===== src/hw/rtl/v3n_pkg.sv =====
// Shared types and constants for the vector normalization pipeline.
package v3n_pkg;

  localparam int CompW     = 32;
  localparam int UnitShift = 30;
  localparam int NumW      = CompW + UnitShift;
  localparam int SqrtCells = 32;
  localparam int DivCells  = NumW;
  localparam int ThreshW   = 17;
  localparam int PreStages = 4;
  localparam int VldLen    = PreStages + SqrtCells + 1 + DivCells;

  typedef logic [CompW-1:0] comp_t;

  typedef struct packed {
    logic [2:0]        neg;
    logic [2:0][CompW-1:0] mag;
  } side_t;

endpackage


===== src/hw/rtl/v3n_sqrt_cell.sv =====
// One step of the pipelined integer square root: one root bit per cell.
module v3n_sqrt_cell import v3n_pkg::*; (
  input  logic        clk,
  input  logic        en,
  input  logic [63:0] rad_i,
  input  logic [33:0] rem_i,
  input  logic [31:0] root_i,
  input  side_t       side_i,
  output logic [63:0] rad_r,
  output logic [33:0] rem_r,
  output logic [31:0] root_r,
  output side_t       side_r
);

  logic [35:0] rem_sh;
  logic [35:0] trial;
  logic        ge;
  logic [35:0] diff;
  logic [33:0] rem_nxt;

  always_comb begin
    rem_sh  = {rem_i, rad_i[63:62]};
    trial   = {2'b00, root_i, 2'b01};
    ge      = (rem_sh >= trial);
    diff    = rem_sh - trial;
    rem_nxt = ge ? diff[33:0] : rem_sh[33:0];
  end

  always_ff @(posedge clk) begin
    if (en) begin
      rad_r  <= {rad_i[61:0], 2'b00};
      rem_r  <= rem_nxt;
      root_r <= {root_i[30:0], ge};
      side_r <= side_i;
    end
  end

endmodule


===== config.mk =====
export PLATFORM = sky130hd
export DESIGN_NAME = v3n_sqrt_cell
export DESIGN_NICKNAME = d
export VERILOG_FILES = /design/src/hw/rtl/v3n_pkg.sv /design/src/hw/rtl/v3n_sqrt_cell.sv
export SDC_FILE = /design/constraint.sdc
export NUM_CORES = 1
export LEC_CHECK = 0
export BUFFER_PORTS_ARGS = -buffer_cell sky130_fd_sc_hd__buf_2
export CAP_MARGIN = 20
export CORE_AREA = 3 3 177 179
export CTS_BUF_LIST = sky130_fd_sc_hd__clkbuf_8
export CTS_CLUSTER_DIAMETER = 150
export DETAILED_ROUTE_END_ITERATION = 8
export DIE_AREA = 0 0 180 182
export GPL_ROUTABILITY_DRIVEN = 0
export REMOVE_ABC_BUFFERS = 1
export SLEW_MARGIN = 10
export SYNTH_ARGS = -nofsm -noshare
export SYNTH_HDL_FRONTEND = slang
export SYNTH_SLANG_ARGS = --single-unit

===== constraint.sdc =====
create_clock -name clk -period 5.3 [get_ports clk]
set_clock_uncertainty 0.15 [all_clocks]
set_input_delay 1.06 -clock clk [delete_from_list [all_inputs] [get_ports clk]]
set_output_delay 1.06 -clock clk [all_outputs]
set_load 0.02 [all_outputs]

### Yosys cells after proc, flatten, opt, wreduce, memory -nomap -nowiden

Index checks and enable logic that the tools add are counted.

| storage, ports and cells | value |
|---|---|
| register bits | 227 |
| logic and storage cells | 10 |

| cells by class | value |
|---|---|
| muxes and demuxes | 1 |
| $lt $le $gt $ge | 1 |
| add/subtract/negate cells | 1 |

Operators by type and width:

| operator | number |
|---|---|
| 36-bit by 34-bit >= comparator with 1-bit output | 1 |
| 34-bit 2-to-1 mux | 1 |
| 34-bit subtractor | 1 |

### Logic depth before layout (Yosys ltp)

Gate-level depths: netlist (run 1).

| logic depth | value |
|---|---|
| depth after elaboration | 2 |
| mapped depth | 13 |
| mapped depth without buffers | 10 |

### Worst setup path before layout (run 1)

No wires, ideal clock.

| timing | value |
|---|---|
| kind | in2reg |
| start point | in root_i[9] |
| end point | reg rem_r[27] (data pin) |
| arrival | 3.042 ns |
| setup slack | 1.847 ns |
| buffers on the path | 0 |
| stages on the path | 10 |
| cell sequence | inv_1 ha_1 a21o_1 a31o_1 a211oi_4 o211ai_2 a21bo_2 mux2i_1 o221ai_1 mux2_4 |

| between the ends | value |
|---|---|
| cells in the longest elaborated chain, start to end | 2 |

RTL lines:

| element | RTL line | source |
|---|---|---|
| from (decl) | v3n_sqrt_cell.sv:7 | `input logic [31:0] root_i,` |
| 34-bit subtractor or 36-bit by 34-bit >= comparator with 1-bit output (tied branches) | v3n_sqrt_cell.sv:25, v3n_sqrt_cell.sv:24 |  |
| 34-bit 2-to-1 mux (*) | v3n_sqrt_cell.sv:26 | `rem_nxt = ge ? diff[33:0] : rem_sh[33:0];` |
| net rem_nxt[27] | v3n_sqrt_cell.sv:19 | `logic [33:0] rem_nxt;` |
| to (signal assigned) | v3n_sqrt_cell.sv:32 | `rem_r <= rem_nxt;` |
| to (decl) | v3n_sqrt_cell.sv:10 | `output logic [33:0] rem_r,` |

The timed path passes the listed nets; every way through them passes the cells marked *.
A chain may end at the register's enable or synchronous reset.

### Worst setup path in the final report (run 1)

| timing | value |
|---|---|
| start point | in rem_i[7] |
| end point | reg rem_r[12] (data pin) |

| between the ends | value |
|---|---|
| cells in the longest elaborated chain, start to end | 2 |

RTL lines:

| element | RTL line | source |
|---|---|---|
| from (decl) | v3n_sqrt_cell.sv:6 | `input logic [33:0] rem_i,` |
| 34-bit subtractor or 36-bit by 34-bit >= comparator with 1-bit output (tied branches) | v3n_sqrt_cell.sv:25, v3n_sqrt_cell.sv:24 |  |
| 34-bit 2-to-1 mux (*) | v3n_sqrt_cell.sv:26 |  |
| net rem_nxt[12] | v3n_sqrt_cell.sv:19 |  |

Marks and branches as above.

==> metrics.csv, run 1 <==
stage;metric;value;unit
layout;fill_cells;2848;
pwr;power_density;347;mW/mm2
clock_tree;cts.sinks;227;
route;viasPerCell;4.49;
place;dpl.cell_count;1441;
worst_setup_path;path_class;in -> reg;
timing;tns;0;ps
clock_tree;htree_levels;2;
timing;tightest_slew;806;ps
clock_tree;cts_resized;0;
worst_setup_path;worst_path_max_delay_cell;o21a_2;
logic_synthesis;yosysUniqueCellTypes;62;
place;dp_hpwl;22.7;mm
worst_setup_path;cp_slowest_stage_delay;560;ps
worst_setup_path;path_buf_inv;2;
worst_setup_path;cp_cell_sequence;buf_2 -> ha_1 -> a21o_1 -> o41ai_2 -> o211ai_1 -> a211oi_1 -> o21a_2 -> buf_4 -> o21ai_0;
route;detailedRoute.firstIterationViolations;283;
logic_synthesis;syn_inst;606;
clock_tree;post_cts_buffers;0;
route;wl_per_cell;19.0;um
job;maxCapViolations;0;
clock_tree;path_clk_slew;60;ps
clock_tree;cts_buffers;39;
clock_tree;root_buffer;clkbuf_8;
timing;fin_crit_sh;70.4;%
route;vias;6782;
logic_synthesis;synth_area;0.00929;mm2
logic_synthesis;synth-edff-count;227;
logic_synthesis;ys_async_sr_fraction;0;%
floorplan;fp.coreArea;0.0297;mm2
worst_hold_path;hold_class;in -> reg;
timing;layout_setup_ws;1570;ps
timing;hold_violations;0;
logic_synthesis;synthFlopType;edfxtp_1;
layout;area_growth;36.6;%
place;portBuffers;457;
timing;fin_crit;3730;ps
timing;slew_headroom;46.3;%
logic_synthesis;ys_ff_latch;227;
floorplan;initial_core_util;31.3;%
layout;stdcell_count;1509;
logic_synthesis;ys_warn_count;0;
timing;finalSetupViolCount;0;
worst_setup_path;crit_arrival;3830;ps
layout;seq_area;0.00682;mm2
logic_synthesis;syn_avg_cell_area;15.3;um2
clock_tree;clk_path_buf_depth;3;
floorplan;die_y;182;um
timing;finalMaxSlewViolations;0;
global_routing;gr-total-overflow;0;
floorplan;io_pins;460;
worst_setup_path;cp_top_family;compound AO/OA/AOI/OAI gates;
pwr;peakVddDrop;0.195;mV
floorplan;fp.dieW;180;um
global_routing;antenna_found_initial;4;
worst_setup_path;cp-end-kind;register;
route;ant_nets;0;
floorplan;rows;63;
global_routing;grt_max_degree;110;
worst_setup_path;cp.required;5400;ps
worst_setup_path;crit_fanout;34;
status;status;completed;
pwr;total_power;4.40;mW
pwr;leakage;5.61;nW
global_routing;grt_pass1_wl;41.8;mm
worst_setup_path;cp-start-kind;primary input;
clock_tree;hold_buffers;0;
place;dp_slack;949;ps
floorplan;die_area;0.0328;mm2
layout;nets;1357;
logic_synthesis;yosysSeqAreaShare;73.4;%
route;drt_wl_total;28.6;mm
route;drcViolationCount;0;
clock_tree;cts_tree;done;
layout;layout-drive-gt1-share;47.4;%
layout;multi_input_area;0.00222;mm2
global_routing;grtUsageTotal;16.5;%
layout;final_util;42.7;%
timing;rsz0062_at_grt;no;
global_routing;grt_pass1_vias;6856;
timing;fmax;268;MHz
route;drtPass1Iterations;4;
==> report_power, final <==
| group | total, mW | switching, mW | internal, mW |
|---|---|---|---|
| Combinational | 0.832 | 0.542 | 0.290 |
| Sequential | 2.21 | 0.0376 | 2.17 |
| Clock | 1.36 | 0.664 | 0.698 |
==> state kept, by name (all words and copies together), names as in the netlist <==
signal  count
side_r     99
rad_r      62
rem_r      34
root_r     32
==> cell usage in the layout (no fill, tap or decap), types with 4 or more instances in the layout <==
cell type  count
ha_1          34
clkinv_2       6
a31oi_1        4
nand2_1       58
nor2_1        18
clkbuf_8      40
inv_1         56
nand2b_1       5
o31ai_1        4
o21ai_0       41
o21ai_1        4
nand3_1        6
edfxtp_1     227
xnor2_1       14
nor3_1        10
mux2i_1        4
buf_2        456
nand4_1        6
a21o_1        19
clkinv_1       5
a21oi_1       28
xor2_1        13
==> cell families after synthesis <==
group,synth area share (%)
mux,0.593
flops,73.4
xor+xnor,2.55
compound gates,10.0
other cells,0.0404
simple gates,6.04
buf+inv,2.77
fa+ha+maj,4.58
==> worst paths after layout <==
path	from	end	slack, ps	depth (start not counted)
max	rem_i[7]	rem_r[12]	1570	9
min	side_i[5]	side_r[5]	570	1
==> cells in the mapped netlist, types with 6 or more instances <==
master,instances,area [um2]
nand4_1,6,37.5
a21oi_1,28,140
nor2_1,18,67.6
xnor2_1,14,123
a21o_1,19,143
edfxtp_1,227,6820
inv_1,42,158
nor3_1,10,50.1
nand2_1,58,218
buf_2,6,30.0
o21ai_0,41,205
nand3_1,6,30.0
xor2_1,13,114
ha_1,34,425
==> routing by layer <==
layer  vias to the layer above  GRT usage, %  wire [um]
met2                       291          28.4      14200
met1                      3185          19.8      11300
met5                         -             0         21
li1                       3252             -          -
met3                        50          5.77       2500
met4                         4          4.39        554
==> per-stage QoR <==
step | cell area [um2] | hold WS [ps]
after CTS | 12700 | 517
after detailed placement | 12000 | 1090
after floorplan | 9200 | 1010
after global routing | 12700 | 519
after global placement | 12000 | 1090
final | 12700 | 568
==> area by class of cell <==
class,count,area share [%]
diodes,2,0.0395
clock buffers,40,4.34
clock inverters,26,0.888
inverters,43,1.28
multi-input cells,321,17.5
flip-flops and latches,227,53.7
well taps,390,3.85
repair buffers,460,18.4
(Power assumes the default switching activity.)
==> run 2: changes to the inputs <==
Settings changed: CORE_AREA 3 3 177 179 to 3 3 176 178, DIE_AREA 0 0 180 182 to 0 0 179 181.
Clock period 5.3 ns to 3.5 ns, I/O delays scaled along.
==> metrics.csv, run 2 (synthesis gave the netlist of run 1 again) <==
stage;metric;value;unit
status;status;completed;
timing;fin_crit;2920;ps
place;dp_hpwl;23.3;mm
timing;finalSetupViolCount;0;
clock_tree;root_buffer;clkbuf_8;
pwr;seq_power_share;47.9;%
pwr;leakage;5.77;nW
worst_setup_path;cp.required;3620;ps
clock_tree;htree_levels;2;
floorplan;rows;63;
floorplan;fp.coreArea;0.0296;mm2
layout;area_growth;40.4;%
worst_setup_path;cp_cell_sequence;buf_2 -> inv_1 -> ha_1 -> nand4_1 -> nor4_1 -> nand2_1 -> o311ai_1 -> a211oi_1 -> o21a_2 -> buf_12 -> and2_2 -> a31o_1;
timing;rsz0062_at_grt;no;
clock_tree;post_cts_buffers;0;
pwr;p_int;5.03;mW
pwr;switching_share;28.0;%
global_routing;antenna_found_initial;5;
floorplan;die_y;181;um
global_routing;gr-total-overflow;0;
pwr;power_density;536;mW/mm2
route;drcViolationCount;0;
worst_setup_path;cp_top_family;simple AND/OR/NAND/NOR gates;
clock_tree;clk_path_buf_depth;3;
job;maxCapViolations;0;
floorplan;die_area;0.0324;mm2
layout;final_common_cell;buf_2;
pwr;clockPowerShare;33.4;%
layout;top_register;side_r;
pwr;peakVddDrop;0.266;mV
worst_setup_path;cp_slowest_stage_delay;430;ps
place;post_dp_cell_area;0.0123;mm2
route;vias;6942;
worst_setup_path;cp-start-kind;primary input;
global_routing;grtUsageTotal;17.0;%
global_routing;grt_pass1_vias;6983;
timing;tightest_slew;660;ps
route;drtPass1Iterations;6;
timing;finalMaxSlewViolations;0;
route;detailedRoute.firstIterationViolations;392;
pwr;total_switching_power;1.96;mW
worst_setup_path;path_class;in -> reg;
layout;stdcell_area;0.0130;mm2
timing;tns;0;ps
floorplan;initial_core_util;31.4;%
pwr;total_power;6.98;mW
clock_tree;cts_tree;done;
worst_setup_path;worst_path_max_delay_cell;ha_1;
route;wl_per_cell;18.8;um
floorplan;fp.dieW;179;um
worst_setup_path;crit_fanout;29;
layout;layout-drive-gt1-share;49.1;%
route;ant_nets;0;
route;drt_wl_total;29.1;mm
worst_setup_path;path_buf_inv;3;
timing;fmax;342;MHz
clock_tree;hold_buffers;0;
floorplan;io_pins;460;
layout;layout_common_cells;456 x buf_2, 227 x edfxtp_1, 58 x nand2_1, 47 x inv_1, 42 x clkbuf_8;
clock_tree;cts_resized;0;
timing;fin_crit_sh;83.4;%
worst_setup_path;cp-end-kind;register;
clock_tree;cts_buffers;40;
timing;hold_violations;0;
place;dpl.cell_count;1470;
layout;nets;1387;
global_routing;grt_max_degree;82;
pwr;combPwrFrac;18.7;%
worst_hold_path;hold_class;in -> reg;
global_routing;grt_pass1_wl;41.6;mm
clock_tree;cts.sinks;227;
layout;reg_top3;side_r: 99 flops, rad_r: 62 flops, rem_r: 34 flops;
place;portBuffers;457;
clock_tree;path_clk_slew;70;ps
timing;slew_headroom;56.0;%
worst_setup_path;crit_arrival;3040;ps
route;viasPerCell;4.50;
layout;stdcell_count;1543;
layout;largest_reg_flops;99;
timing;holdWs;196;ps
## run 2: power by group through the flow
stage | Combinational [mW] | Clock (mW) | Sequential (mW)
after floorplan | 0.366 | 0 | 3.74
after global placement | 1.31 | 0 | 3.40
after detailed placement | 1.32 | 0 | 3.40
after CTS | 1.33 | 2.44 | 3.35
after global routing | 1.42 | 2.57 | 3.37
final | 1.31 | 2.33 | 3.34
## run 2: through the flow
| stage | setup WS (ps) | utilization (%) |
|---|---|---|
| 6_report | 580 | 44.1 |
| 5_1_grt | 416 | 44.1 |
| 4_1_cts | 563 | 44.1 |
| 3_5_place_dp | -13.1 | 41.5 |
| 3_3_place_gp | 70.3 | 41.5 |
| 2_1_floorplan | -578 | - |
## run 2: path summary, 6_finish.rpt
check / start / end / slack (ps) / depth (start not counted)
setup / recovery: root_i[9] / rem_r[26] / 580 / 12
hold / removal: side_i[29] / side_r[29] / 200 / 1
## run 2: metal layers
layer	vias up	share of wire, %	global-route usage, %
li1	3323	-	-
met1	3269	38	20.0
met2	296	49	28.9
met3	52	11	6.47
met4	2	2.4	4.89
met5	-	0.048	0
## run 2: final cells by class
cell class / count / area, um2
clock buffers: 42 / 578
diodes: 3 / 7.51
fillers: 2787 / 16500
clock inverters: 28 / 178
flip-flops and latches: 227 / 6820
multi-input cells: 321 / 2220
repair buffers: 489 / 2590
well taps: 390 / 488
inverters: 43 / 163
==> run 3: changes to the inputs <==
Clock period 3.5 ns to 2.85 ns, I/O delays scaled along.
==> metrics.csv, run 3 (synthesis gave the netlist of run 1 again) <==
stage;metric;value;unit
global_routing;grtUsageTotal;17.4;%
place;portBuffers;457;
clock_tree;hold_buffers;0;
layout;top_register;side_r;
route;drtPass1Iterations;5;
route;wl_per_cell;18.5;um
layout;reg_top3;side_r: 99 flops, rad_r: 62 flops, rem_r: 34 flops;
status;status;completed;
worst_setup_path;cp-end-kind;register;
pwr;total_power;8.62;mW
place;dpl.cell_count;1540;
timing;fin_crit;2710;ps
layout;final_common_cell;buf_2;
clock_tree;cts_tree;done;
global_routing;grt_pass1_vias;7327;
layout;layout-drive-gt1-share;52.2;%
global_routing;grt_max_degree;60;
worst_setup_path;cp-start-kind;primary input;
route;detailedRoute.firstIterationViolations;366;
route;drt_wl_total;29.8;mm
worst_setup_path;crit_fanout;9;
layout;multi_input_area;0.00226;mm2
pwr;leakage;6.14;nW
clock_tree;cts.sinks;227;
route;ant_nets;0;
floorplan;io_pins;460;
pwr;peakVddDrop;0.360;mV
clock_tree;path_clk_slew;70;ps
clock_tree;cts_buffers;39;
worst_setup_path;path_class;in -> reg;
floorplan;die_y;181;um
layout;nets;1456;
floorplan;die_area;0.0324;mm2
clock_tree;post_cts_buffers;0;
job;maxCapViolations;0;
layout;seq_area;0.00682;mm2
place;dp_hpwl;23.9;mm
global_routing;grt_pass1_wl;42.9;mm
layout;largest_reg_flops;99;
floorplan;fp.coreArea;0.0296;mm2
layout;stdcell_area;0.0136;mm2
timing;hold_violations;0;
floorplan;initial_core_util;31.4;%
route;viasPerCell;4.48;
clock_tree;root_buffer;clkbuf_8;
clock_tree;htree_levels;2;
worst_setup_path;cp.required;2970;ps
route;vias;7235;
timing;fin_crit_sh;94.9;%
timing;finalSetupViolCount;0;
global_routing;gr-total-overflow;0;
worst_hold_path;hold_class;in -> reg;
layout;stdcell_count;1615;
route;drcViolationCount;0;
clock_tree;cts_resized;0;
pwr;power_density;634;mW/mm2
layout;fill_cells;2759;
place;post_dp_cell_area;0.0128;mm2
worst_setup_path;crit_arrival;2830;ps
floorplan;rows;63;
layout;area_growth;46.4;%
timing;fmax;370;MHz
clock_tree;clk_path_buf_depth;3;
layout;layout_common_cells;456 x buf_2, 227 x edfxtp_1, 96 x buf_4, 58 x nand2_1, 54 x inv_1;
floorplan;fp.dieW;179;um
global_routing;antenna_found_initial;9;
timing;finalMaxSlewViolations;0;
## run 3: changes by cell type in the layout (fill, tap and decap cells not counted), moves of 2 or more
cell,delta
ha_1,-3
clkinv_1,-2
inv_1,+7
ha_4,+2
clkinvlp_4,-2
clkbuf_8,-3
buf_4,+68
## run 3: worst max-delay path: stages
cell and delay, ps:
buf_2 90, inv_1 40, ha_1 340, nand4_1 160, nor4_2 310, buf_4 150
nand2_1 60, o311ai_2 240, a211oi_2 80, o21a_2 270, buf_12 160, and2_2 180
a31o_1 170
## run 3: final timing paths
check | startpoint | to | slack (ps) | cells after the start
max | root_i[2] | rem_r[26] | 140 | 13
min | side_i[30] | side_r[30] | 70 | 1
## run 3: per-layer routing
metal / up-vias / track usage [%] / share of wire [%]
li1: 3456 / - / -
met4: 10 / 5.74 / 2.7
met3: 63 / 5.74 / 9.2
met5: - / 0 / 0.19
met1: 3409 / 20.9 / 39
met2: 297 / 29.2 / 49
## run 3: cell type report
type / instances / area share, %
tap: 390 / 3.59
antenna: 4 / 0.0736
timing repair buffer: 559 / 23.0
clock buffer: 39 / 3.95
inverter: 43 / 1.20
clock inverter: 32 / 1.40
sequential: 227 / 50.1
multi-input combinational: 321 / 16.7
## run 3: through the flow
stage          hold WS, ps  setup TNS, ps  utilization, %  setup slack (ps)
5_1_grt               27.9          -11.5            46.0             -11.5
6_report              71.0              0            46.0               144
2_1_floorplan          519         -28410               -             -1100
4_1_cts               23.5              0            45.8              57.5
3_3_place_gp           597         -13840            43.3              -521
3_5_place_dp           598         -13550            43.3              -484
## run 3: power by group
group          leakage [nW]  total [mW]  switching [mW]  internal (mW)
clock network         0.421        2.78            1.31           1.47
registers              2.22        4.11          0.0729           4.04
logic                  3.50        1.73            1.05          0.682
total                  6.14        8.62            2.43           6.19
