File: src/hw/rtl/v3n_pkg.sv
// Shared types and constants for the vector normalization pipeline.
package v3n_pkg;

  localparam int CompW     = 32;
  localparam int UnitShift = 30;
  localparam int NumW      = CompW + UnitShift;
  localparam int SqrtCells = 32;
  localparam int DivCells  = NumW;
  localparam int ThreshW   = 17;
  localparam int PreStages = 4;
  localparam int VldLen    = PreStages + SqrtCells + 1 + DivCells;

  typedef logic [CompW-1:0] comp_t;

  typedef struct packed {
    logic [2:0]        neg;
    logic [2:0][CompW-1:0] mag;
  } side_t;

endpackage

File: src/hw/rtl/v3n_div_cell.sv
// One step of the pipelined restoring divider: one quotient bit per cell.
module v3n_div_cell import v3n_pkg::*; (
  input  logic             clk,
  input  logic             en,
  input  logic [NumW-1:0]  num_i,
  input  logic [31:0]      rem_i,
  input  logic [31:0]      quo_i,
  input  logic [31:0]      len_i,
  output logic [NumW-1:0]  num_r,
  output logic [31:0]      rem_r,
  output logic [31:0]      quo_r
);

  logic [32:0] rem_sh;
  logic [32:0] diff;
  logic        ge;

  always_comb begin
    rem_sh = {rem_i, num_i[NumW-1]};
    diff   = rem_sh - {1'b0, len_i};
    ge     = (rem_sh >= {1'b0, len_i});
  end

  always_ff @(posedge clk) begin
    if (en) begin
      num_r <= {num_i[NumW-2:0], 1'b0};
      rem_r <= ge ? diff[31:0] : rem_sh[31:0];
      quo_r <= {quo_i[30:0], ge};
    end
  end

endmodule

File: config.mk
export PLATFORM = sky130hd
export DESIGN_NAME = v3n_div_cell
export DESIGN_NICKNAME = d
export VERILOG_FILES = /design/src/hw/rtl/v3n_pkg.sv /design/src/hw/rtl/v3n_div_cell.sv
export SDC_FILE = /design/constraint.sdc
export NUM_CORES = 1
export LEC_CHECK = 0
export BUFFER_PORTS_ARGS = -buffer_cell sky130_fd_sc_hd__buf_2
export CORE_MARGIN = 2
export CORE_UTILIZATION = 42
export CTS_CLUSTER_DIAMETER = 150
export DETAILED_ROUTE_END_ITERATION = 16
export PLACE_DENSITY = 0.76
export SYNTH_ARGS = -nofsm -noshare
export SYNTH_HDL_FRONTEND = slang
export SYNTH_SLANG_ARGS = --single-unit
File: constraint.sdc
create_clock -name clk -period 2.86 [get_ports clk]
set_input_delay 0.429 -clock clk [delete_from_list [all_inputs] [get_ports clk]]
set_output_delay 0.429 -clock clk [all_outputs]
set_load 0.01 [all_outputs]
Word-level counts from Yosys, hierarchy flattened:

Cells that the tools add are included.

* add/subtract/negate cells: 1
* magnitude comparators: 1
* muxes and demuxes: 1

Operator list (number)
* $ge 33x32->1: 1
* $mux 32: 1
* $sub 32x32->32: 1

* bits in registers: 125
* input port bits: 160
* output and inout bits: 126
* logic and storage cells: 6

Depth between registers and ports, before layout:

Gate-level depths: netlist (run 1).

* depth in word-level cells: 2
* depth in mapped cells: 13
* mapped depth without buffers: 11

Worst setup path after synthesis (run 1):

Ideal clock, no wire load.

* kind: in2reg
* start point: input len_i[23]
* end point: register rem_r[14] (data pin)
* setup time: 0.260 ns
* arrival: 2.521 ns
* required time: 2.600 ns
* setup slack: 0.079 ns
* stages on the path: 11
* buffers on the path: 2
* cell sequence: inv_1 ha_1 buf_6 and3_1 o21a_1 a311oi_2 o21ai_1 or3b_1 o21a_1 buf_6 mux2_4

* longest elaborated chain between the ends: 2

RTL lines
* start: declaration: RTL line v3n_div_cell.sv:8 `input logic [31:0] len_i,`
* $ge 33x32->1: RTL line v3n_div_cell.sv:21 `ge = (rem_sh >= {1'b0, len_i});`
* $mux 32: RTL line v3n_div_cell.sv:27 `rem_r <= ge ? diff[31:0] : rem_sh[31:0];`
* end signal: assignment: RTL line v3n_div_cell.sv:27
* end: declaration: RTL line v3n_div_cell.sv:10 `output logic [31:0] rem_r,`

Every way passes these cells.
A chain may end at the register's enable or synchronous reset.

Worst setup path in the final report (run 1):

* start point: input rem_i[1]
* end point: register rem_r[31] (data pin)

* longest elaborated chain between the ends: 2
* elaborated cells on any way between the ends: 3
* classes of those cells: 1 x add/sub; 1 x order compare; 1 x mux

RTL lines
* start: declaration: RTL line v3n_div_cell.sv:6 `input logic [31:0] rem_i,`
* $sub 32x32->32 or $ge 33x32->1 (tied branches): RTL line v3n_div_cell.sv:20, v3n_div_cell.sv:21
* $mux 32 (*): RTL line v3n_div_cell.sv:27

Mark *: on every way between the ends. The rest lies on a longest branch, timed or not.

==> results of run 1 <==
[through the flow]
step,area [um^2],setup TNS (ps),power (mW),worst slack [ps]
global placement,8274,-2794,3.473,-192.8
finish,8847,0,5.552,194.6
CTS,8847,0,5.606,215.5
floorplan,6092,0,2.921,78.94
global route,8847,0,5.806,1.353
detailed placement,8274,-3882,3.507,-212.8
[report_power, final]
| part | internal, mW | switching, mW | total (mW) |
|---|---|---|---|
| Clock | 1.28 | 0.805 | 2.08 |
| Combinational | 0.573 | 0.608 | 1.18 |
| Sequential | 2.24 | 0.0435 | 2.29 |
[cell usage after synthesis (all sizes together) (3+ instances only)]
master   instances
a2111oi          4
a211oi           3
a21o             8
a21oi           55
and2             3
buf             12
clkbuf           6
edfxtp         125
ha              32
inv             46
mux2             8
nand2           24
nand2b           7
nand3            8
nand4            8
nor2            37
nor3             3
o21a             6
o21ai           21
o21bai           5
o31ai            7
xnor2           16
xor2            10
[cell type report]
cell class / instances / area, um^2
inverter: 46 / 172.7
fill: 1160 / 5522
multi-input combinational: 297 / 2048
clock inverter: 14 / 143.9
timing repair buffer: 363 / 2069
clock buffer: 18 / 429.2
sequential: 125 / 3754
tap: 184 / 230.2
[cell families (layout without fill, tap and decap cells)]
| family | Yosys count | in the layout |
|---|---|---|
| buffers and inverters | 64 | 441 |
| DFF | 125 | 125 |
| xor gates and xnor gates | 26 | 26 |
| AOI/OAI and AO/OA | 120 | 120 |
| other | 1 | 1 |
| and+or+nand+nor | 107 | 107 |
| muxes | 10 | 10 |
| adders and majority gates | 33 | 33 |
[flip-flops by register name, summed over array words and instances, names as in the netlist]
| register | count |
|---|---|
| num_r | 61 |
| quo_r | 32 |
| rem_r | 32 |
[worst max-delay path, stage by stage]
cell and delay, ps:
buf_2 110, ha_1 330, o21ai_0 150, a21oi_1 80, a2111oi_0 410, nor2_1 170, a2111oi_0 550, o31ai_1 160
xor2_1 160, mux2_4 260
[worst max path at each step]
stage	end	slack (ps)	depth (start not counted)
3_5_place_dp	rem_r[30]$_DFFE_PP_	-210	12
2_1_floorplan	rem_r[14]$_DFFE_PP_	80	11
5_1_grt	rem_r[31]$_DFFE_PP_	1	11
3_3_place_gp	rem_r[30]$_DFFE_PP_	-190	12
6_report	rem_r[31]$_DFFE_PP_	190	10
4_1_cts	rem_r[30]$_DFFE_PP_	220	12
[metal layers]
layer | vias up | global-route usage
met5 | - | 0
met4 | 0 | 0.1044
met1 | 2384 | 0.2474
li1 | 2514 | -
met2 | 209 | 0.3860
met3 | 43 | 0.05971
==> out/metrics.csv, run 1 <==
stage,metric,value,unit
outcome,outcome,"finished, final reports clean",
timing,finalCritPeriodShare,0.9320,
timing,timing.final.crit_period,2665,ps
logic_synthesis,post_synth.cell_area_avg,12.54,um^2
layout,mostFrequentLayoutCells,"282 x buf_2, 125 x edfxtp_1, 77 x buf_4, 54 x a21oi_1, 46 x inv_1",
timing,setup_viol,0,
cts,ctsHtreeMaxLevel,4,
logic_synthesis,async_flop_share,0,
detailed_routing,drt-pass1-iter-count,4,
detailed_routing,postRouteAntennaNets,0,
cts,cts-root-buf,clkbuf_16,
place,place.port_buffers,283,
detailed_routing,detail_route.vias_per_cell,4.919,
logic_synthesis,top_area_cell_type_share_of_the_netlist_area,0.6161,
detailed_routing,top_layer_in_use,met4,
floorplan,coreArea,14370,um^2
detailed_routing,dr_wl_met3,1051,um
detailed_routing,detailedRoute.firstIterationViolations,331,
logic_synthesis,netlist.top_cell.by_area,edfxtp_1,
global_routing,grtUsageTotal,0.2198,
power,total_leakage_power,4.131,nW
worst_setup_path,endpoint_kind,register,
cts,post-cts-setup-buffer-count,0,
layout,final_cell_count_no_fill,1047,
layout,final_net_count,1043,
hold_path,hold_path_end,quo_r[3]$_DFFE_PP_,
logic_synthesis,synth-xor-area-share,0.03738,
layout,final_common_cell,buf_2,
worst_setup_path,timing.critical_path.required,3020,ps
hold_path,timing.hold.worst_path_depth,1,
layout,area_growth,45.22,%
logic_synthesis,synth.yosys.seq_area_share,0.6161,
job,max_cap_violations,0,
hold_path,hold_path_class,in2reg,
cts,post_cts_resized,0,
timing,tightestPinTransition,553.6,ps
cts,cts_tree,yes,
timing,max_freq,0.3752,GHz
floorplan,die_outline_width,124.4,um
timing,finalMaxSlewViolations,0,
worst_setup_path,worst-endpoint-arrival,2830,ps
floorplan,fp.dieArea,15480,um^2
detailed_routing,wl_met1,6694,um
worst_setup_path,path_max_fanout,4,
detailed_routing,avgRoutedWirePerCell,16.27,um
logic_synthesis,yosys-mux-area-fraction,0.02300,
global_routing,wire_length_of_the_first_global_routing_pass,26390,um
logic_synthesis,synth_cells,486,
layout,antennaDiodeCount,0,
floorplan,die_y,124.4,um
detailed_routing,post-route-drc-count,0,
global_routing,grt_start_max_net_pins,41,
timing,timing.hold.ws,184.6,ps
logic_synthesis,synth_seq_cells,125,
layout,layout-drive-gt1-share,0.4728,
worst_setup_path,worstSetupStartpointType,primary input,
detailed_routing,vias,5150,
cts,cts_hold_repair.buffers,0,
layout,finish.utilization,0.6157,
global_routing,number_of_global_route_vias_before_repair,5164,
logic_synthesis,mappedNetlistArea,6092,um^2
cts,cts-root-to-sink-buffers,2,
place,placer_s_final_routability_congestion_estimate,0.8168,
detailed_routing,postRouteWirelength,17040,um
global_routing,grt_antenna_before_repair,0,
floorplan,initial_standard_cell_utilization_of_the_core,0.4240,
worst_setup_path,setup.worst_path.class,in2reg,
power,worst_ir_drop_vdd,0.4051,mV
floorplan,boundaryPins,286,
timing,grt_setup_unrepaired,false,
logic_synthesis,yosysWarningCount,0,
place,placed_cells_incl_taps,1015,
cts,tritoncts_num_sinks,125,
logic_synthesis,synth_top_flop_cell,edfxtp_1,
timing,hold_viol_final,0,
logic_synthesis,synthSimpleGateAreaFrac,0.08585,
cts,clk_pin_slew,60,ps
logic_synthesis,number_of_enable_type_register_cells_in_the_synthesized_netlist,125,
detailed_routing,met2WireLength,8707,um
power,pwr_density,627.6,nW/um^2
floorplan,core.rowCount,44,
logic_synthesis,top_area_cells_in_the_synthesized_netlist,"edfxtp_1 62%, ha_1 6.6%, a21oi_1 4.4%",
cts,cts_inserted_buffers,17,
logic_synthesis,combinational_family_with_the_most_area_after_synthesis,compound AO/OA/AOI/OAI gates,
logic_synthesis,synthAdderAreaFrac,0.06901,
logic_synthesis,post_synthesis_net_count,679,
logic_synthesis,synth-compound-area-share,0.1201,
timing,slew_headroom,0.6214,
hold_path,hold_start,quo_i[2],
place,place_hpwl,13690,um
worst_setup_path,setup.worst_path.start,rem_i[1],
logic_synthesis,post_synth_num_cell_types,50,
global_routing,overflow,0,
No activity file was read; power rests on OpenSTA's default activity.
==> run 2: changes to the inputs <==
CORE_UTILIZATION = 51   (was 42)
PLACE_DENSITY = 0.87   (was 0.76)
clock period = 3.45 ns   (was 2.86 ns; I/O delays follow)
==> out/metrics.csv, run 2 (synthesized netlist as in run 1, its figures left out) <==
stage,metric,value,unit
outcome,outcome,"finished, final reports clean",
layout,area_growth,36.31,%
floorplan,core.rowCount,39,
worst_setup_path,path_max_fanout,6,
timing,hold_viol_final,0,
timing,finalMaxSlewViolations,0,
layout,final-seq-area,3754,um^2
cts,clk_pin_slew,60,ps
timing,max_freq,0.3343,GHz
detailed_routing,postRouteAntennaNets,0,
worst_setup_path,timing.critical_path.required,3600,ps
floorplan,die_outline_width,113.3,um
layout,final_common_cell,buf_2,
global_routing,grt_start_max_net_pins,71,
cts,cts_inserted_buffers,17,
timing,grt_setup_unrepaired,false,
place,placer_s_final_routability_congestion_estimate,0.9005,
floorplan,die_y,113.3,um
global_routing,number_of_global_route_vias_before_repair,5056,
global_routing,wire_length_of_the_first_global_routing_pass,25410,um
detailed_routing,detailedRoute.firstIterationViolations,359,
timing,postLayoutSetupSlackWorst,458.6,ps
detailed_routing,post-route-drc-count,0,
layout,multi_input_comb_area,2048,um^2
cts,ctsHtreeMaxLevel,4,
cts,tritoncts_num_sinks,125,
global_routing,overflow,0,
worst_setup_path,worst-endpoint-arrival,3140,ps
place,place.port_buffers,283,
detailed_routing,drt-pass1-iter-count,4,
layout,final_net_count,969,
layout,final_cell_area_excluding_filler_cells,8304,um^2
global_routing,grtUsageTotal,0.2574,
power,worst_ir_drop_vdd,0.3005,mV
cts,cts_hold_repair.buffers,0,
cts,cts_tree,yes,
layout,final_cell_count_no_fill,932,
worst_setup_path,worstSetupStartpointType,primary input,
detailed_routing,postRouteWirelength,16690,um
timing,fin_setup_tns,0,ps
layout,top_register,num_r,
place,placement.cell_area,7642,um^2
layout,layout.filler_cells,772,
floorplan,boundaryPins,286,
floorplan,initial_standard_cell_utilization_of_the_core,0.5290,
layout,largest_reg_flops,61,
cts,cts-root-buf,clkbuf_16,
worst_setup_path,endpoint_kind,register,
job,max_cap_violations,0,
layout,biggestRegsByFlops,"num_r: 61 flops, quo_r: 32 flops, rem_r: 32 flops",
detailed_routing,detail_route.vias_per_cell,5.348,
floorplan,coreArea,11520,um^2
power,total_leakage_power,3.811,nW
detailed_routing,avgRoutedWirePerCell,17.91,um
cts,post_cts_resized,0,
hold_path,hold_path_class,in2reg,
layout,antennaDiodeCount,0,
floorplan,fp.dieArea,12840,um^2
place,place_ws,106.1,ps
timing,slew_headroom,0.5263,
global_routing,grt_antenna_before_repair,3,
cts,cts-root-to-sink-buffers,2,
timing,tightestPinTransition,710.5,ps
layout,layout-drive-gt1-share,0.4246,
timing,timing.final.crit_period,2991,ps
timing,finalCritPeriodShare,0.8671,
detailed_routing,vias,4984,
layout,mostFrequentLayoutCells,"282 x buf_2, 125 x edfxtp_1, 54 x a21oi_1, 46 x inv_1, 37 x nor2_1",
cts,post-cts-setup-buffer-count,0,
place,place_hpwl,12760,um
power,pwr_density,571.6,nW/um^2
worst_setup_path,setup.worst_path.class,in2reg,
place,placed_cells_incl_taps,900,
timing,setup_viol,0,
[run 2: cell count changes in the layout (fill, tap and decap cells not counted)]
| cell | delta |
|---|---|
| inv_8 | +2 |
| clkinvlp_4 | -3 |
| buf_4 | -72 |
| clkinv_4 | +2 |
| bufinv_16 | +3 |
| clkinv_1 | -1 |
| buf_12 | -2 |
| clkinv_2 | -3 |
[run 2: metal layers]
metal	wire (um)	vias up	GRT usage
met3	1110	48	0.06856
met4	512	6	0.1033
li1	-	2370	-
met5	41	-	0
met1	6018	2327	0.2785
met2	9008	233	0.4766
[run 2: worst max-delay path, stage by stage]
cell,delay (ps)
buf_2,110
ha_1,370
a21oi_1,310
nand2_1,110
a2111oi_0,290
nor2_1,180
a2111oi_0,640
o31ai_1,180
xor2_1,170
mux2_4,260
[run 2: where the power goes]
| part | leakage [nW] | switching [mW] | total [mW] | internal (mW) |
|---|---|---|---|---|
| Sequential | 1.22 | 0.0376 | 1.90 | 1.86 |
| Combinational | 2.27 | 0.490 | 0.868 | 0.378 |
| Clock | 0.319 | 0.679 | 1.98 | 1.30 |
[run 2: layout make-up]
type                            instances  area share
Clock buffer                           18     0.05168
Clock inverter                         14     0.02802
Inverter                               46     0.02079
Multi-Input combinational cell        297      0.2466
Sequential cell                       125      0.4520
Tap cell                              143     0.02155
Timing Repair Buffer                  289      0.1793
[run 2: path summary, 6_finish.rpt]
check             endpoint  depth (start not counted)  startpoint  slack (ps)
max    rem_r[31]$_DFFE_PP_                         10   rem_i[11]         460
min    quo_r[10]$_DFFE_PP_                          1    quo_i[9]         280
[run 2: through the flow]
step,hold slack (ps),total power [mW],util
2_1_floorplan,616.4,2.421,-
3_3_place_gp,694.1,2.748,0.6636
3_5_place_dp,695.6,2.784,0.6636
4_1_cts,270.3,4.770,0.7211
5_1_grt,265.8,4.914,0.7211
6_report,283.7,4.747,0.7211
==> run 3: changes to the inputs <==
CORE_UTILIZATION = 29   (was 51)
PLACE_DENSITY = unset   (was 0.87)
==> out/metrics.csv, run 3 (synthesized netlist as in run 1, its figures left out) <==
stage,metric,value,unit
outcome,outcome,"finished, final reports clean",
layout,mostFrequentLayoutCells,"282 x buf_2, 125 x edfxtp_1, 54 x a21oi_1, 46 x inv_1, 37 x nor2_1",
floorplan,core.rowCount,53,
worst_setup_path,worst-endpoint-arrival,3070,ps
cts,cts_hold_repair.buffers,0,
floorplan,coreArea,20820,um^2
worst_setup_path,setup.worst_path.class,in2reg,
floorplan,boundaryPins,286,
layout,layout-drive-gt1-share,0.4295,
floorplan,initial_standard_cell_utilization_of_the_core,0.2926,
worst_setup_path,path_max_fanout,7,
cts,ctsHtreeMaxLevel,4,
hold_path,hold_path_class,in2reg,
worst_setup_path,endpoint_kind,register,
place,placed_cells_incl_taps,1038,
timing,timing.hold.ws,277.3,ps
timing,fin_setup_tns,0,ps
detailed_routing,postRouteAntennaNets,0,
layout,layout.filler_cells,2043,
cts,tritoncts_num_sinks,125,
layout,final_cell_area_excluding_filler_cells,8523,um^2
global_routing,grtUsageTotal,0.1466,
place,placement.cell_area,7865,um^2
detailed_routing,detailedRoute.firstIterationViolations,198,
timing,slew_headroom,0.6155,
timing,grt_setup_unrepaired,false,
detailed_routing,postRouteWirelength,16660,um
place,placer_s_final_routability_congestion_estimate,0.7614,
layout,area_growth,39.91,%
timing,tightestPinTransition,562.2,ps
global_routing,number_of_global_route_vias_before_repair,4659,
layout,final_cell_count_no_fill,1071,
worst_setup_path,timing.critical_path.required,3610,ps
place,place_hpwl,13200,um
power,pwr_density,558.6,nW/um^2
job,max_cap_violations,0,
cts,cts_tree,yes,
timing,timing.final.crit_period,2911,ps
timing,max_freq,0.3435,GHz
detailed_routing,post-route-drc-count,0,
power,total_leakage_power,3.843,nW
power,worst_ir_drop_vdd,0.2777,mV
layout,largest_reg_flops,61,
cts,post-cts-setup-buffer-count,0,
layout,finish.utilization,0.4093,
cts,cts_inserted_buffers,17,
floorplan,die_outline_width,148.9,um
worst_setup_path,worstSetupStartpointType,primary input,
cts,clk_pin_slew,60,ps
global_routing,wire_length_of_the_first_global_routing_pass,24650,um
layout,biggestRegsByFlops,"num_r: 61 flops, quo_r: 32 flops, rem_r: 32 flops",
floorplan,fp.dieArea,22180,um^2
layout,final_common_cell,buf_2,
detailed_routing,vias,4782,
global_routing,overflow,0,
layout,top_register,num_r,
detailed_routing,detail_route.vias_per_cell,4.465,
place,place.port_buffers,283,
timing,finalCritPeriodShare,0.8438,
cts,cts-root-to-sink-buffers,2,
detailed_routing,drt-pass1-iter-count,4,
global_routing,grt_antenna_before_repair,3,
timing,finalMaxSlewViolations,0,
cts,post_cts_resized,0,
cts,cts-root-buf,clkbuf_16,
timing,setup_viol,0,
floorplan,die_y,148.9,um
timing,hold_viol_final,0,
global_routing,grt_start_max_net_pins,65,
detailed_routing,avgRoutedWirePerCell,15.55,um
layout,final_net_count,975,
## run 3: cell types whose count changed in the layout (fill, tap and decap cells not counted), sizes merged
cell / before / now
inv: 50 / 54
diode: 0 / 2
clkinv: 4 / 0
buf: 289 / 295
clkbuf: 18 / 17
## run 3: layout make-up
class | count | area, um^2 | share of cell area
well taps | 275 | 344.1 | 0.04037
repair buffers | 295 | 1546 | 0.1814
diodes | 2 | 5.005 | 0.0005872
clock buffers | 17 | 425.4 | 0.04991
multi-input cells | 297 | 2048 | 0.2403
inverters | 46 | 172.7 | 0.02026
clock inverters | 14 | 227.7 | 0.02672
flip-flops and latches | 125 | 3754 | 0.4404
## run 3: through the flow
step                      setup slack [ps]  power (mW)
after detailed placement             143.9       2.801
final                                539.1       4.761
after global placement               159.3       2.791
after floorplan                      580.4       2.421
after CTS                            566.1       4.828
after global routing                 350.9       4.981
## run 3: final timing paths
kind / slack [ps] / from / endpoint / depth (start not counted)
worst max-delay path: 540 / rem_i[19] / rem_r[31]$_DFFE_PP_ / 10
worst min-delay path: 280 / quo_i[11] / quo_r[12]$_DFFE_PP_ / 1
## run 3: layer usage
layer,global-route usage,vias to the layer above,wire [um]
met1,0.1654,2184,6692
met3,0.04404,22,1304
met2,0.2611,193,8385
li1,-,2381,-
met4,0.05476,2,267
met5,0,-,9
## run 3: worst max-delay path: stages
cell and delay (ps):
buf_2 110, ha_1 400, a21oi_1 290, o21ai_1 140
a311oi_2 340, o21ai_1 140, a2111oi_0 560, o31ai_1 160
xor2_1 160, mux2_4 260
## run 3: report_power, final
| part | internal (mW) | switching (mW) | total (mW) | leakage [nW] |
|---|---|---|---|---|
| Sequential | 1.86 | 0.0345 | 1.89 | 1.22 |
| Clock | 1.30 | 0.704 | 2.00 | 0.317 |
| Combinational | 0.388 | 0.477 | 0.866 | 2.30 |
